<file path="src/hw/rtl/gcsa_pkg.sv">
// Shared types and constants for the Gaussian chi-square accumulator.
// Used by the controller, the datapath and the top level; no dependencies.
package gcsa_pkg;

    localparam int XPOS_W    = 16;
    localparam int COUNT_W   = 24;
    localparam int CFG_W     = 32;
    localparam int CFG_IDX_W = 2;
    localparam int Q168_W    = 24;
    localparam int MODEL_W   = 32;
    localparam int CHI_W     = 48;
    localparam int TALLY_W   = 16;
    localparam int DD_W      = 34;
    localparam int DIV_NUM_W = 68;
    localparam int DIV_DEN_W = 53;
    localparam int IN_DATA_W  = 40;
    localparam int OUT_DATA_W = 104;

    localparam logic [CFG_IDX_W-1:0] REG_BASELINE = 2'd0;
    localparam logic [CFG_IDX_W-1:0] REG_HEIGHT   = 2'd1;
    localparam logic [CFG_IDX_W-1:0] REG_CENTER   = 2'd2;
    localparam logic [CFG_IDX_W-1:0] REG_WIDTH    = 2'd3;

    localparam logic [Q168_W-1:0] WIDTH_RESET = 24'd256;
    localparam logic [CHI_W-1:0]  CHI_MAX     = {CHI_W{1'b1}};

    typedef struct packed {
        logic load_in;
        logic square;
        logic idx_start;
        logic lookup;
        logic product;
        logic model;
        logic diff;
        logic mul_lo;
        logic mul_hi;
        logic term_start;
        logic update;
        logic load_out;
    } gcsa_cmd_t;

    typedef struct packed {
        logic div_done;
        logic zero_count;
    } gcsa_status_t;

endpackage

</file>
<file path="src/hw/rtl/gcsa_ctrl.sv">
// Controller: sequences one word through the datapath and owns the handshakes.
// Depends on gcsa_pkg for the command and status structs.
module gcsa_ctrl
    import gcsa_pkg::*;
(
    input  logic          aclk,
    input  logic          aresetn,
    input  logic          s_tvalid,
    output logic          s_tready,
    output logic          m_tvalid,
    input  logic          m_tready,
    input  gcsa_status_t  status,
    output gcsa_cmd_t     cmd
);

    typedef enum logic [3:0] {
        ST_IDLE, ST_SQUARE, ST_IDX_GO, ST_IDX_WAIT, ST_LOOKUP, ST_PRODUCT,
        ST_MODEL, ST_DIFF, ST_MUL_LO, ST_MUL_HI, ST_TERM_GO, ST_TERM_WAIT,
        ST_UPDATE, ST_OUT
    } state_t;

    state_t state_reg;
    logic   m_tvalid_reg;
    logic   out_free;

    assign out_free = !m_tvalid_reg || m_tready;

    always_ff @(posedge aclk) begin
        if (!aresetn) begin
            state_reg    <= ST_IDLE;
            m_tvalid_reg <= 1'b0;
        end else begin
            if (state_reg == ST_OUT && out_free) m_tvalid_reg <= 1'b1;
            else if (m_tready) m_tvalid_reg <= 1'b0;
            case (state_reg)
                ST_IDLE:      if (s_tvalid) state_reg <= ST_SQUARE;
                ST_SQUARE:    state_reg <= ST_IDX_GO;
                ST_IDX_GO:    state_reg <= ST_IDX_WAIT;
                ST_IDX_WAIT:  if (status.div_done) state_reg <= ST_LOOKUP;
                ST_LOOKUP:    state_reg <= ST_PRODUCT;
                ST_PRODUCT:   state_reg <= ST_MODEL;
                // A zero count skips the chi-square term entirely.
                ST_MODEL:     state_reg <= status.zero_count ? ST_UPDATE : ST_DIFF;
                ST_DIFF:      state_reg <= ST_MUL_LO;
                ST_MUL_LO:    state_reg <= ST_MUL_HI;
                ST_MUL_HI:    state_reg <= ST_TERM_GO;
                ST_TERM_GO:   state_reg <= ST_TERM_WAIT;
                ST_TERM_WAIT: if (status.div_done) state_reg <= ST_UPDATE;
                ST_UPDATE:    state_reg <= ST_OUT;
                ST_OUT: begin
                    if (out_free) state_reg <= ST_IDLE;
                end
                default:      state_reg <= ST_IDLE;
            endcase
        end
    end

    always_comb begin
        cmd            = '0;
        cmd.load_in    = (state_reg == ST_IDLE) && s_tvalid;
        cmd.square     = (state_reg == ST_SQUARE);
        cmd.idx_start  = (state_reg == ST_IDX_GO);
        cmd.lookup     = (state_reg == ST_LOOKUP);
        cmd.product    = (state_reg == ST_PRODUCT);
        cmd.model      = (state_reg == ST_MODEL);
        cmd.diff       = (state_reg == ST_DIFF);
        cmd.mul_lo     = (state_reg == ST_MUL_LO);
        cmd.mul_hi     = (state_reg == ST_MUL_HI);
        cmd.term_start = (state_reg == ST_TERM_GO);
        cmd.update     = (state_reg == ST_UPDATE);
        cmd.load_out   = (state_reg == ST_OUT) && out_free;
    end

    assign s_tready = (state_reg == ST_IDLE);
    assign m_tvalid = m_tvalid_reg;

endmodule

</file>
<file path="config.mk">
export PLATFORM = sky130hd
export DESIGN_NAME = gcsa_ctrl
export DESIGN_NICKNAME = d
export VERILOG_FILES = /design/src/hw/rtl/gcsa_pkg.sv /design/src/hw/rtl/gcsa_ctrl.sv
export SDC_FILE = /design/constraint.sdc
export NUM_CORES = 1
export LEC_CHECK = 0
export BUFFER_PORTS_ARGS = -buffer_cell sky130_fd_sc_hd__buf_2
export CAP_MARGIN = 20
export CORE_AREA = 2 2 39 41
export CTS_BUF_LIST = sky130_fd_sc_hd__clkbuf_8 sky130_fd_sc_hd__clkbuf_16
export DETAILED_ROUTE_END_ITERATION = 8
export DIE_AREA = 0 0 41 43
export SLEW_MARGIN = 20
export SYNTH_ARGS = -nofsm -noshare
export SYNTH_HDL_FRONTEND = slang
export SYNTH_SLANG_ARGS = --single-unit
export TNS_END_PERCENT = 100
</file>
<file path="constraint.sdc">
create_clock -name aclk -period 1.15 [get_ports aclk]
set_input_delay 0.115 -clock aclk [delete_from_list [all_inputs] [get_ports aclk]]
set_output_delay 0.115 -clock aclk [all_outputs]
set_load 0.02 [all_outputs]
</file>
==> results of run 1 <==
## layer usage
layer	part of all wire [%]	global-route usage (%)
met1	33	21.9
met4	3.6	16.7
met3	5.4	7.33
met2	58	33.4
met5	0	0
## cell families after synthesis
kind of cell / share of synthesized area [%]
AO/OA/AOI/OAI: 23.9
buffers and inverters: 4.78
flip-flops: 25.5
AND/OR/NAND/NOR: 45.9
## worst paths after layout
check                            startpoint                   endpoint  slack (ns)  depth (start not counted)
setup reg to reg  state_reg[2]$_SDFFE_PN0P_  state_reg[3]$_SDFFE_PN0P_       -0.13                          6
hold / removal                      aresetn  state_reg[0]$_SDFFE_PN0P_        0.17                          2
setup / recovery  state_reg[2]$_SDFFE_PN0P_                    cmd[11]       -0.22                          4
hold reg to reg       m_tvalid$_SDFFE_PN0P_      m_tvalid$_SDFFE_PN0P_        0.61                          2
## through the flow
step | hold WS [ns] | total power (W) | util (%)
after floorplan | 0.232 | 0.000320 | -
after global routing | 0.170 | 0.000869 | 70.7
after detailed placement | 0.383 | 0.000387 | 44.4
final | 0.167 | 0.000816 | 70.7
after CTS | 0.155 | 0.000803 | 65.4
after global placement | 0.382 | 0.000384 | 44.4
## area by class of cell
cell class | instances | area (um2)
multi-input combinational | 48 | 443
fill | 99 | 405
timing repair buffer | 40 | 354
sequential | 5 | 115
clock buffer | 3 | 41.3
tap | 16 | 20.0
clock inverter | 1 | 5.00
## timing repair
item	CTS	global route
hold endpoints to repair	0	0
setup endpoints to repair	15	17
gates resized for setup	52	18
pin swaps	12	6
cloned	0	0
setup buffers	8	2
## cells in the final DEF, fill, tap and decap left out
| cell type | instances |
|---|---|
| buf_6 | 19 |
| buf_4 | 14 |
| buf_2 | 7 |
| nor2_4 | 5 |
| nor3_2 | 5 |
| nand2b_4 | 4 |
| nor2_1 | 4 |
| dfxtp_4 | 4 |
| clkbuf_8 | 3 |
| nand2_4 | 2 |
| a21oi_2 | 2 |
| o21ai_1 | 2 |
| nand2_1 | 2 |
| nor3_1 | 2 |
| or2_4 | 1 |
| nand2b_1 | 1 |
| nor2b_4 | 1 |
| nor3_4 | 1 |
| nor3b_2 | 1 |
| nor4_4 | 1 |
| nand2_2 | 1 |
| and2_4 | 1 |
| nand3_1 | 1 |
| o21a_1 | 1 |
| a21boi_2 | 1 |
| o211ai_1 | 1 |
| and4b_1 | 1 |
| nor4_2 | 1 |
| o31a_1 | 1 |
| a2bb2oi_1 | 1 |
| o21bai_1 | 1 |
| o221ai_1 | 1 |
| o32a_1 | 1 |
| a21boi_1 | 1 |
| clkinv_2 | 1 |
| dfxtp_1 | 1 |
## power by group through the flow
stage	Sequential, W	Combinational [W]	Clock [W]
floorplan	0.000197	0.000123	0
global placement	0.000204	0.000180	0
detailed placement	0.000205	0.000182	0
finish	0.000204	0.000292	0.000321
global route	0.000206	0.000315	0.000349
CTS	0.000202	0.000274	0.000327
## worst max-delay path: stages (launching register included)
cell     delay, ns
dfxtp_4       0.35
buf_6         0.12
nor4_4        0.28
and2_4        0.18
buf_6         0.11
==> metrics.txt, run 1 <==
status=finished with violations; Post-Route WL=1.70 mm; Synth Register Bits=5; Critical Path RT=1.03 ns; CTS tree=yes; DR vias/cell=5.29; clk sinks=5; fin worst setup slack=-0.221 ns; Tot GR Track Use=21.5%; Hold Vio Cnt, Final=0; I/O pin cnt=20; Post-Syn Area=393 um2; Min-Delay Path Class=primary input to flip-flop; post-route cell area=978 um2; dominant synthesized flop cell=dfxtp_1; # DRC=0; Sw Share=30.4%; share of cells above drive strength 1=77.3%; Setup Total Neg Slack=-1.89 ns; clock share of power=39.3%; Core Area=1380 um2; DRT Pass-1 Iters=4; Clock Path Buffers=2; number of cell rows=14; Worst Skew=0.00169 ns; violated checks=setup timing; max reg flops=4; RSZ-0062 raised after global routing=yes; slew margin rel.=84.5%; Port Buffer Count=19; Root Buffer=clkbuf_8; die height=43 um; Arrival @ worst endpoint=1.26 ns; critical path class=flip-flop to output pin; Post-synth ARST share=0%; sequential element share of the synthesized area=25.5%; placed inst area=614 um2; die area=1760 um2; post-synth top area share=25.5%; post-route antenna net violation count=0; hold_buf cts=0; max_cap viols=0; largest net degree at the start of global routing=8; FMAX=730 MHz; Synth top cells by count=9 x nor2_1, 8 x nor3_1, 5 x dfxtp_1, 5 x nand2_1, 4 x nand2b_1; Final min period=1.37 ns; TritonCTS buffer count=3; first-pass GRT wire length=2.55 mm; pwr dens=834 nW/um2; Mapped Cells=57; Post-synth EDFFs=0; worst slew pin tran=0.231 ns; placed cells=101; total net switching power=0.000248 W; Yosys Warn Count=0; Syn Nets=63; most common cell in the synthesized netlist=nor2_1; # diodes=0; max-slew violations=0; internal power=0.000568 W; initial antenna violation count=0; P&R area growth vs syn=149%; peak supply drop=0.000842 V; Leakage=0.432 nW; Vias=598; DR iter-0 viols=6; Logic pwr share=35.7%; DP HPWL=897 um; Avg Synthesized Cell Area=6.89 um2; dpl ws=-0.0558 ns; worst-skew pair later-pin latency=0.22 ns; gp weighted congestion=0.814; Startpoint Class=flip-flop; vias in the first global route=589; # nets final=104; setup violators final=16; Synth area leader=dfxtp_1; Reg clk slew, reported paths=0.04 ns; WL/cell=15.0 um; dominant cells by area after synthesis=dfxtp_1 25%, nor3_1 10%, nor2_1 8.6%, nand2b_1 6.4%, nand2_1 4.8%; H-tree levels=1; sequential power share=25.0%; Initial Util=28.4%; grt total ovfl=0; maximum fanout along the worst path=4; die width=41 um; Finished Layout Cells=113; period utilization=119%; CP endpoint kind=output pin; Cell variety after synth=25
(Power assumes the default switching activity.)
==> inputs of run 2 (changes only) <==
--- a/config.mk
+++ b/config.mk
@@ -5,6 +5,7 @@
 export SDC_FILE = /design/constraint.sdc
 export NUM_CORES = 1
 export LEC_CHECK = 0
+export ABC_AREA = 1
 export BUFFER_PORTS_ARGS = -buffer_cell sky130_fd_sc_hd__buf_2
 export CAP_MARGIN = 20
 export CORE_AREA = 2 2 39 41
==> metrics.txt, run 2 <==
status=finished with violations (unchanged); violated checks=setup timing (unchanged); Startpoint Class=flip-flop (unchanged); FMAX=839 MHz (was 730 MHz); Post-synth ARST share=0% (unchanged); pwr dens=993 nW/um2 (was 834 nW/um2); CTS tree=yes (unchanged); hold_buf cts=0 (unchanged); post-route cell area=812 um2 (was 978 um2); WL/cell=10.6 um (was 15.0 um); peak supply drop=0.000646 V (was 0.000842 V); die height=43 um (unchanged); maximum fanout along the worst path=4 (unchanged); # DRC=0 (unchanged); Post-Route WL=1.36 mm (was 1.70 mm); max reg flops=4 (unchanged); critical path class=flip-flop to output pin (unchanged); share of cells above drive strength 1=59.8% (was 77.3%); # diodes=0 (unchanged); Final min period=1.19 ns (was 1.37 ns); Cell variety after synth=17 (was 25); Tot GR Track Use=18.2% (was 21.5%); Clock Path Buffers=2 (unchanged); Synth Register Bits=5 (unchanged); placed inst area=611 um2 (was 614 um2); most frequent cells in the layout=13 x nand2_1, 13 x buf_4, 12 x nor2_1, 10 x inv_1, 8 x nor2_2 (was 19 x buf_6, 14 x buf_4, 7 x buf_2, 5 x nor2_4, 5 x nor3_2); Synth top cells by count=19 x nor2_1, 16 x nand2_1, 12 x inv_1 (was 9 x nor2_1, 8 x nor3_1, 5 x dfxtp_1, 5 x nand2_1, 4 x nand2b_1); post-synth top area share=21.1% (was 25.5%); post-route antenna net violation count=0 (unchanged); Finished Core Util=58.7% (was 70.7%); Core Area=1380 um2 (unchanged); DRT Pass-1 Iters=3 (was 4); Initial Util=34.3% (was 28.4%); period utilization=104% (was 119%); DR vias/cell=4.58 (was 5.29); Synth area leader=dfxtp_1 (unchanged); dominant synthesized flop cell=dfxtp_1 (unchanged); sequential element share of the synthesized area=21.1% (was 25.5%); worst slew pin tran=0.165 ns (was 0.231 ns); H-tree levels=1 (unchanged); DR iter-0 viols=6 (unchanged); clk sinks=5 (unchanged); CP endpoint kind=output pin (unchanged); # nets final=119 (was 104); I/O pin cnt=20 (unchanged); Root Buffer=clkbuf_8 (unchanged); Worst Skew=0.00132 ns (was 0.00169 ns); die width=41 um (unchanged); number of cell rows=14 (unchanged); grt total ovfl=0 (unchanged); worst-skew pair later-pin latency=0.22 ns (about the same); gp weighted congestion=0.771 (was 0.814); Post-Syn Area=474 um2 (was 393 um2); Hold Vio Cnt, Final=0 (unchanged); Reg clk slew, reported paths=0.03 ns (was 0.04 ns); initial antenna violation count=0 (unchanged); TritonCTS buffer count=3 (unchanged); Mapped Cells=83 (was 57); die area=1760 um2 (unchanged); setup violators final=9 (was 16); P&R area growth vs syn=71.2% (was 149%); Syn Nets=89 (was 63); Yosys Warn Count=0 (unchanged); RSZ-0062 raised after global routing=yes (unchanged); max-slew violations=0 (unchanged); slew margin rel.=88.9% (was 84.5%); Post-synth EDFFs=0 (unchanged); fin worst setup slack=-0.0420 ns (was -0.221 ns); most common cell in the synthesized netlist=nor2_1 (unchanged); vias in the first global route=572 (was 589); first-pass GRT wire length=2.23 mm (was 2.55 mm); max_cap viols=0 (unchanged); Avg Synthesized Cell Area=5.71 um2 (was 6.89 um2); dominant cells by area after synthesis=dfxtp_1 21%, nor2_1 15%, nand2_1 13%, inv_1 9.5%, nand2_2 6.6% (was dfxtp_1 25%, nor3_1 10%, nor2_1 8.6%, nand2b_1 6.4%, nand2_1 4.8%); Leakage=0.432 nW (about the same); Port Buffer Count=19 (unchanged); Min-Delay Path Class=primary input to flip-flop (unchanged); Vias=586 (was 598); DP HPWL=991 um (was 897 um); Critical Path RT=1.03 ns (about the same); largest net degree at the start of global routing=8 (unchanged); Arrival @ worst endpoint=1.08 ns (was 1.26 ns)
run 2: cell count changes after synthesis, moves of 3 or more:
cell	change
nor3_1	-6
nand3_1	+3
nand2b_1	-4
nor2_1	+10
inv_2	+5
inv_1	+12
nand2_1	+11
nor2_2	+3
buf_2	-3
nand2_2	+5
run 2: area by class of cell:
type	instances	area, um2
repair buffers	26	200
fillers	155	572
well taps	16	20.0
flip-flops and latches	5	115
inverters	17	73.8
clock buffers	3	41.3
multi-input cells	60	358
clock inverters	1	3.75
run 2: per-layer routing:
layer,wire (um),GRT usage (%),vias to the layer above
met5,0,0,-
met4,6,8.00,0
met3,37,1.57,2
met2,759,31.6,13
met1,558,21.0,263
li1,-,-,308
run 2: final timing paths:
check / depth (start not counted) / slack, ns / endpoint / start
max: 5 / -0.04 / cmd[9] / state_reg[1]$_SDFFE_PN0P_
min: 3 / 0.09 / state_reg[1]$_SDFFE_PN0P_ / aresetn
max reg2reg: 8 / -0.01 / state_reg[0]$_SDFFE_PN0P_ / state_reg[2]$_SDFFE_PN0P_
min reg2reg: 4 / 0.60 / m_tvalid$_SDFFE_PN0P_ / m_tvalid$_SDFFE_PN0P_
run 2: stage by stage:
step	setup slack [ns]	power, W	TNS, ns	cells	hold WS [ns]
after floorplan	0.000350	0.000373	0	83	0.213
after global placement	-0.0897	0.000433	-0.258	121	0.312
after detailed placement	-0.0899	0.000436	-0.326	121	0.316
after CTS	-0.0295	0.000775	-0.212	127	0.0938
after global routing	-0.0933	0.000861	-1.09	128	0.130
final	-0.0420	0.000807	-0.245	128	0.0940
run 2: cell families after synthesis:
| logic type | share of synthesized area, % |
|---|---|
| compound gates | 7.65 |
| simple gates | 55.4 |
| flops | 21.1 |
| buf+inv | 15.8 |
run 2: power by group:
part / total (W) / internal, W / switching [W] / leakage [nW]
sequential: 0.000218 / 0.000187 / 0.0000311 / 0.0436
combinational: 0.000281 / 0.000106 / 0.000175 / 0.361
clock: 0.000307 / 0.000228 / 0.0000789 / 0.0269
total: 0.000807 / 0.000521 / 0.000285 / 0.432
run 2: what timing repair did:
action,4_1_cts,5_1_grt
hold endpoints to repair,0,0
pin swaps,2,2
cloned,0,0
buffers inserted,2,1
resized for setup,28,21
endpoints found under the setup margin,17,17
run 2: worst max-delay path: stages, from the launching register on:
cell and delay [ns]:
dfxtp_4 0.38, inv_6 0.05, nor2_4 0.10, inv_2 0.07
nor2_2 0.12, buf_6 0.13
==> inputs of run 3 (changes only) <==
--- a/config.mk
+++ b/config.mk
@@ -12,6 +12,7 @@
 export CTS_BUF_LIST = sky130_fd_sc_hd__clkbuf_8 sky130_fd_sc_hd__clkbuf_16
 export DETAILED_ROUTE_END_ITERATION = 8
 export DIE_AREA = 0 0 41 43
+export RECOVER_POWER = 100
 export SLEW_MARGIN = 20
 export SYNTH_ARGS = -nofsm -noshare
 export SYNTH_HDL_FRONTEND = slang
==> metrics.txt, run 3 (synthesis results as in run 2) <==
worst-skew pair later-pin latency=0.22 ns (about the same); peak supply drop=0.000646 V (about the same); status=finished with violations (unchanged); Finished Layout Cells=128 (unchanged); die area=1760 um2 (unchanged); DRT Pass-1 Iters=3 (unchanged); Fill cells=156 (was 155); gp weighted congestion=0.771 (unchanged); pwr dens=995 nW/um2 (was 993 nW/um2); placed inst area=611 um2 (unchanged); CP endpoint kind=output pin (unchanged); H-tree levels=1 (unchanged); register area=115 um2 (unchanged); Worst Skew=0.00134 ns (was 0.00132 ns); period utilization=104% (about the same); I/O pin cnt=20 (unchanged); multi-input logic area=358 um2 (unchanged); die height=43 um (unchanged); Port Buffer Count=19 (unchanged); Final min period=1.19 ns (about the same); Initial Util=34.3% (unchanged); Core Area=1380 um2 (unchanged); worst slew pin tran=0.243 ns (was 0.165 ns); Reg clk slew, reported paths=0.03 ns (about the same); Critical Path RT=1.03 ns (about the same); first-pass GRT wire length=2.23 mm (unchanged); max reg flops=4 (unchanged); max incr delay on CP=0.38 ns (about the same); maximum fanout along the worst path=4 (unchanged); setup violators final=9 (unchanged); placed cells=121 (unchanged); Min-Delay Path Class=primary input to flip-flop (unchanged); grt total ovfl=0 (unchanged); Leakage=0.427 nW (was 0.432 nW); Tot GR Track Use=18.2% (unchanged); # diodes=0 (unchanged); crit path from=state_reg[1]$_SDFFE_PN0P_ (unchanged); TritonCTS buffer count=3 (unchanged); worst path cell trace=inv_6 > nor2_4 > inv_2 > nor2_2 > buf_6 (unchanged); Clock Path Buffers=2 (unchanged); max_cap viols=0 (unchanged); Critical R2R Launch=state_reg[2]$_SDFFE_PN0P_ (unchanged); DR iter-0 viols=3 (was 6); hold wc startpoint=aresetn (unchanged); hold path depth=3 (unchanged); Root Buffer=clkbuf_8 (unchanged); post-route antenna net violation count=0 (unchanged); max-slew violations=0 (unchanged); most frequent cells in the layout=13 x nand2_1, 13 x buf_4, 12 x nor2_1, 10 x inv_1, 8 x nor2_2 (unchanged); initial antenna violation count=0 (unchanged); critical path class=flip-flop to output pin (unchanged); FMAX=839 MHz (unchanged); # nets final=119 (unchanged); CTS tree=yes (unchanged); number of cell rows=14 (unchanged); Worst R2R Path Depth=8 (unchanged); # DRC=0 (unchanged); Hold Vio Cnt, Final=0 (unchanged); vias in the first global route=572 (unchanged); Arrival @ worst endpoint=1.08 ns (about the same); Startpoint Class=flip-flop (unchanged); DP HPWL=991 um (unchanged); largest net degree at the start of global routing=8 (unchanged); post-route cell area=811 um2 (was 812 um2); clk sinks=5 (unchanged); Fin Hold WS=0.0940 ns (about the same); Vias=586 (unchanged); violated checks=setup timing (unchanged); Post-Route WL=1.36 mm (about the same); WL/cell=10.6 um (about the same); P&R area growth vs syn=71.0% (was 71.2%); slowest library cell on the worst path=dfxtp_4 (unchanged); RSZ-0062 raised after global routing=yes (unchanged); DR vias/cell=4.58 (unchanged); fin worst setup slack=-0.0420 ns (about the same); share of cells above drive strength 1=58.9% (was 59.8%); slew margin rel.=83.9% (was 88.9%); die width=41 um (unchanged)
-- run 3: final cells by class --
class | instances | share of cell area, %
Clock buffer | 3 | 5.09
Clock inverter | 1 | 0.463
Inverter | 17 | 9.10
Multi-Input combinational cell | 60 | 44.1
Sequential cell | 5 | 14.2
Tap cell | 16 | 2.47
Timing Repair Buffer | 26 | 24.5
-- run 3: path summary, 6_finish.rpt --
path,slack [ns],end
setup / recovery,-0.04,cmd[9]
hold / removal,0.09,state_reg[1]$_SDFFE_PN0P_
setup reg to reg,-0.01,state_reg[0]$_SDFFE_PN0P_
hold reg to reg,0.60,m_tvalid$_SDFFE_PN0P_
-- run 3: what timing repair did --
action	CTS	global route
pin swaps	2	2
gates resized for setup	28	21
hold buffers	0	0
setup endpoints to repair	17	17
hold endpoints to repair	0	0
buffers inserted	2	1
-- run 3: per-layer routing --
| metal | GRT usage, % | vias up | wire, um |
|---|---|---|---|
| met5 | 0 | - | 0 |
| met2 | 31.6 | 13 | 759 |
| met3 | 1.57 | 2 | 36 |
| li1 | - | 308 | - |
| met1 | 21.0 | 263 | 559 |
| met4 | 8.00 | 0 | 6 |
-- run 3: metrics by stage --
step	setup WS (ns)	utilization, %	power [W]	setup TNS (ns)
CTS	-0.0295	53.8	0.000775	-0.212
global placement	-0.0897	44.1	0.000433	-0.258
floorplan	0.000350	-	0.000373	0
finish	-0.0420	58.6	0.000807	-0.245
detailed placement	-0.0899	44.1	0.000436	-0.326
global route	-0.0933	58.6	0.000861	-1.09
-- run 3: report_power, final --
part / internal [W] / total (W) / switching [W]
registers: 0.000187 / 0.000218 / 0.0000311
clock network: 0.000228 / 0.000307 / 0.0000790
logic: 0.000106 / 0.000281 / 0.000175
-- run 3: critical path, delay by kind of cell, from the launching register on --
family                 cells  cell delay, ns
AND/OR/NAND/NOR            2            0.22
flip-flops                 1            0.38
buffers and inverters      3            0.25
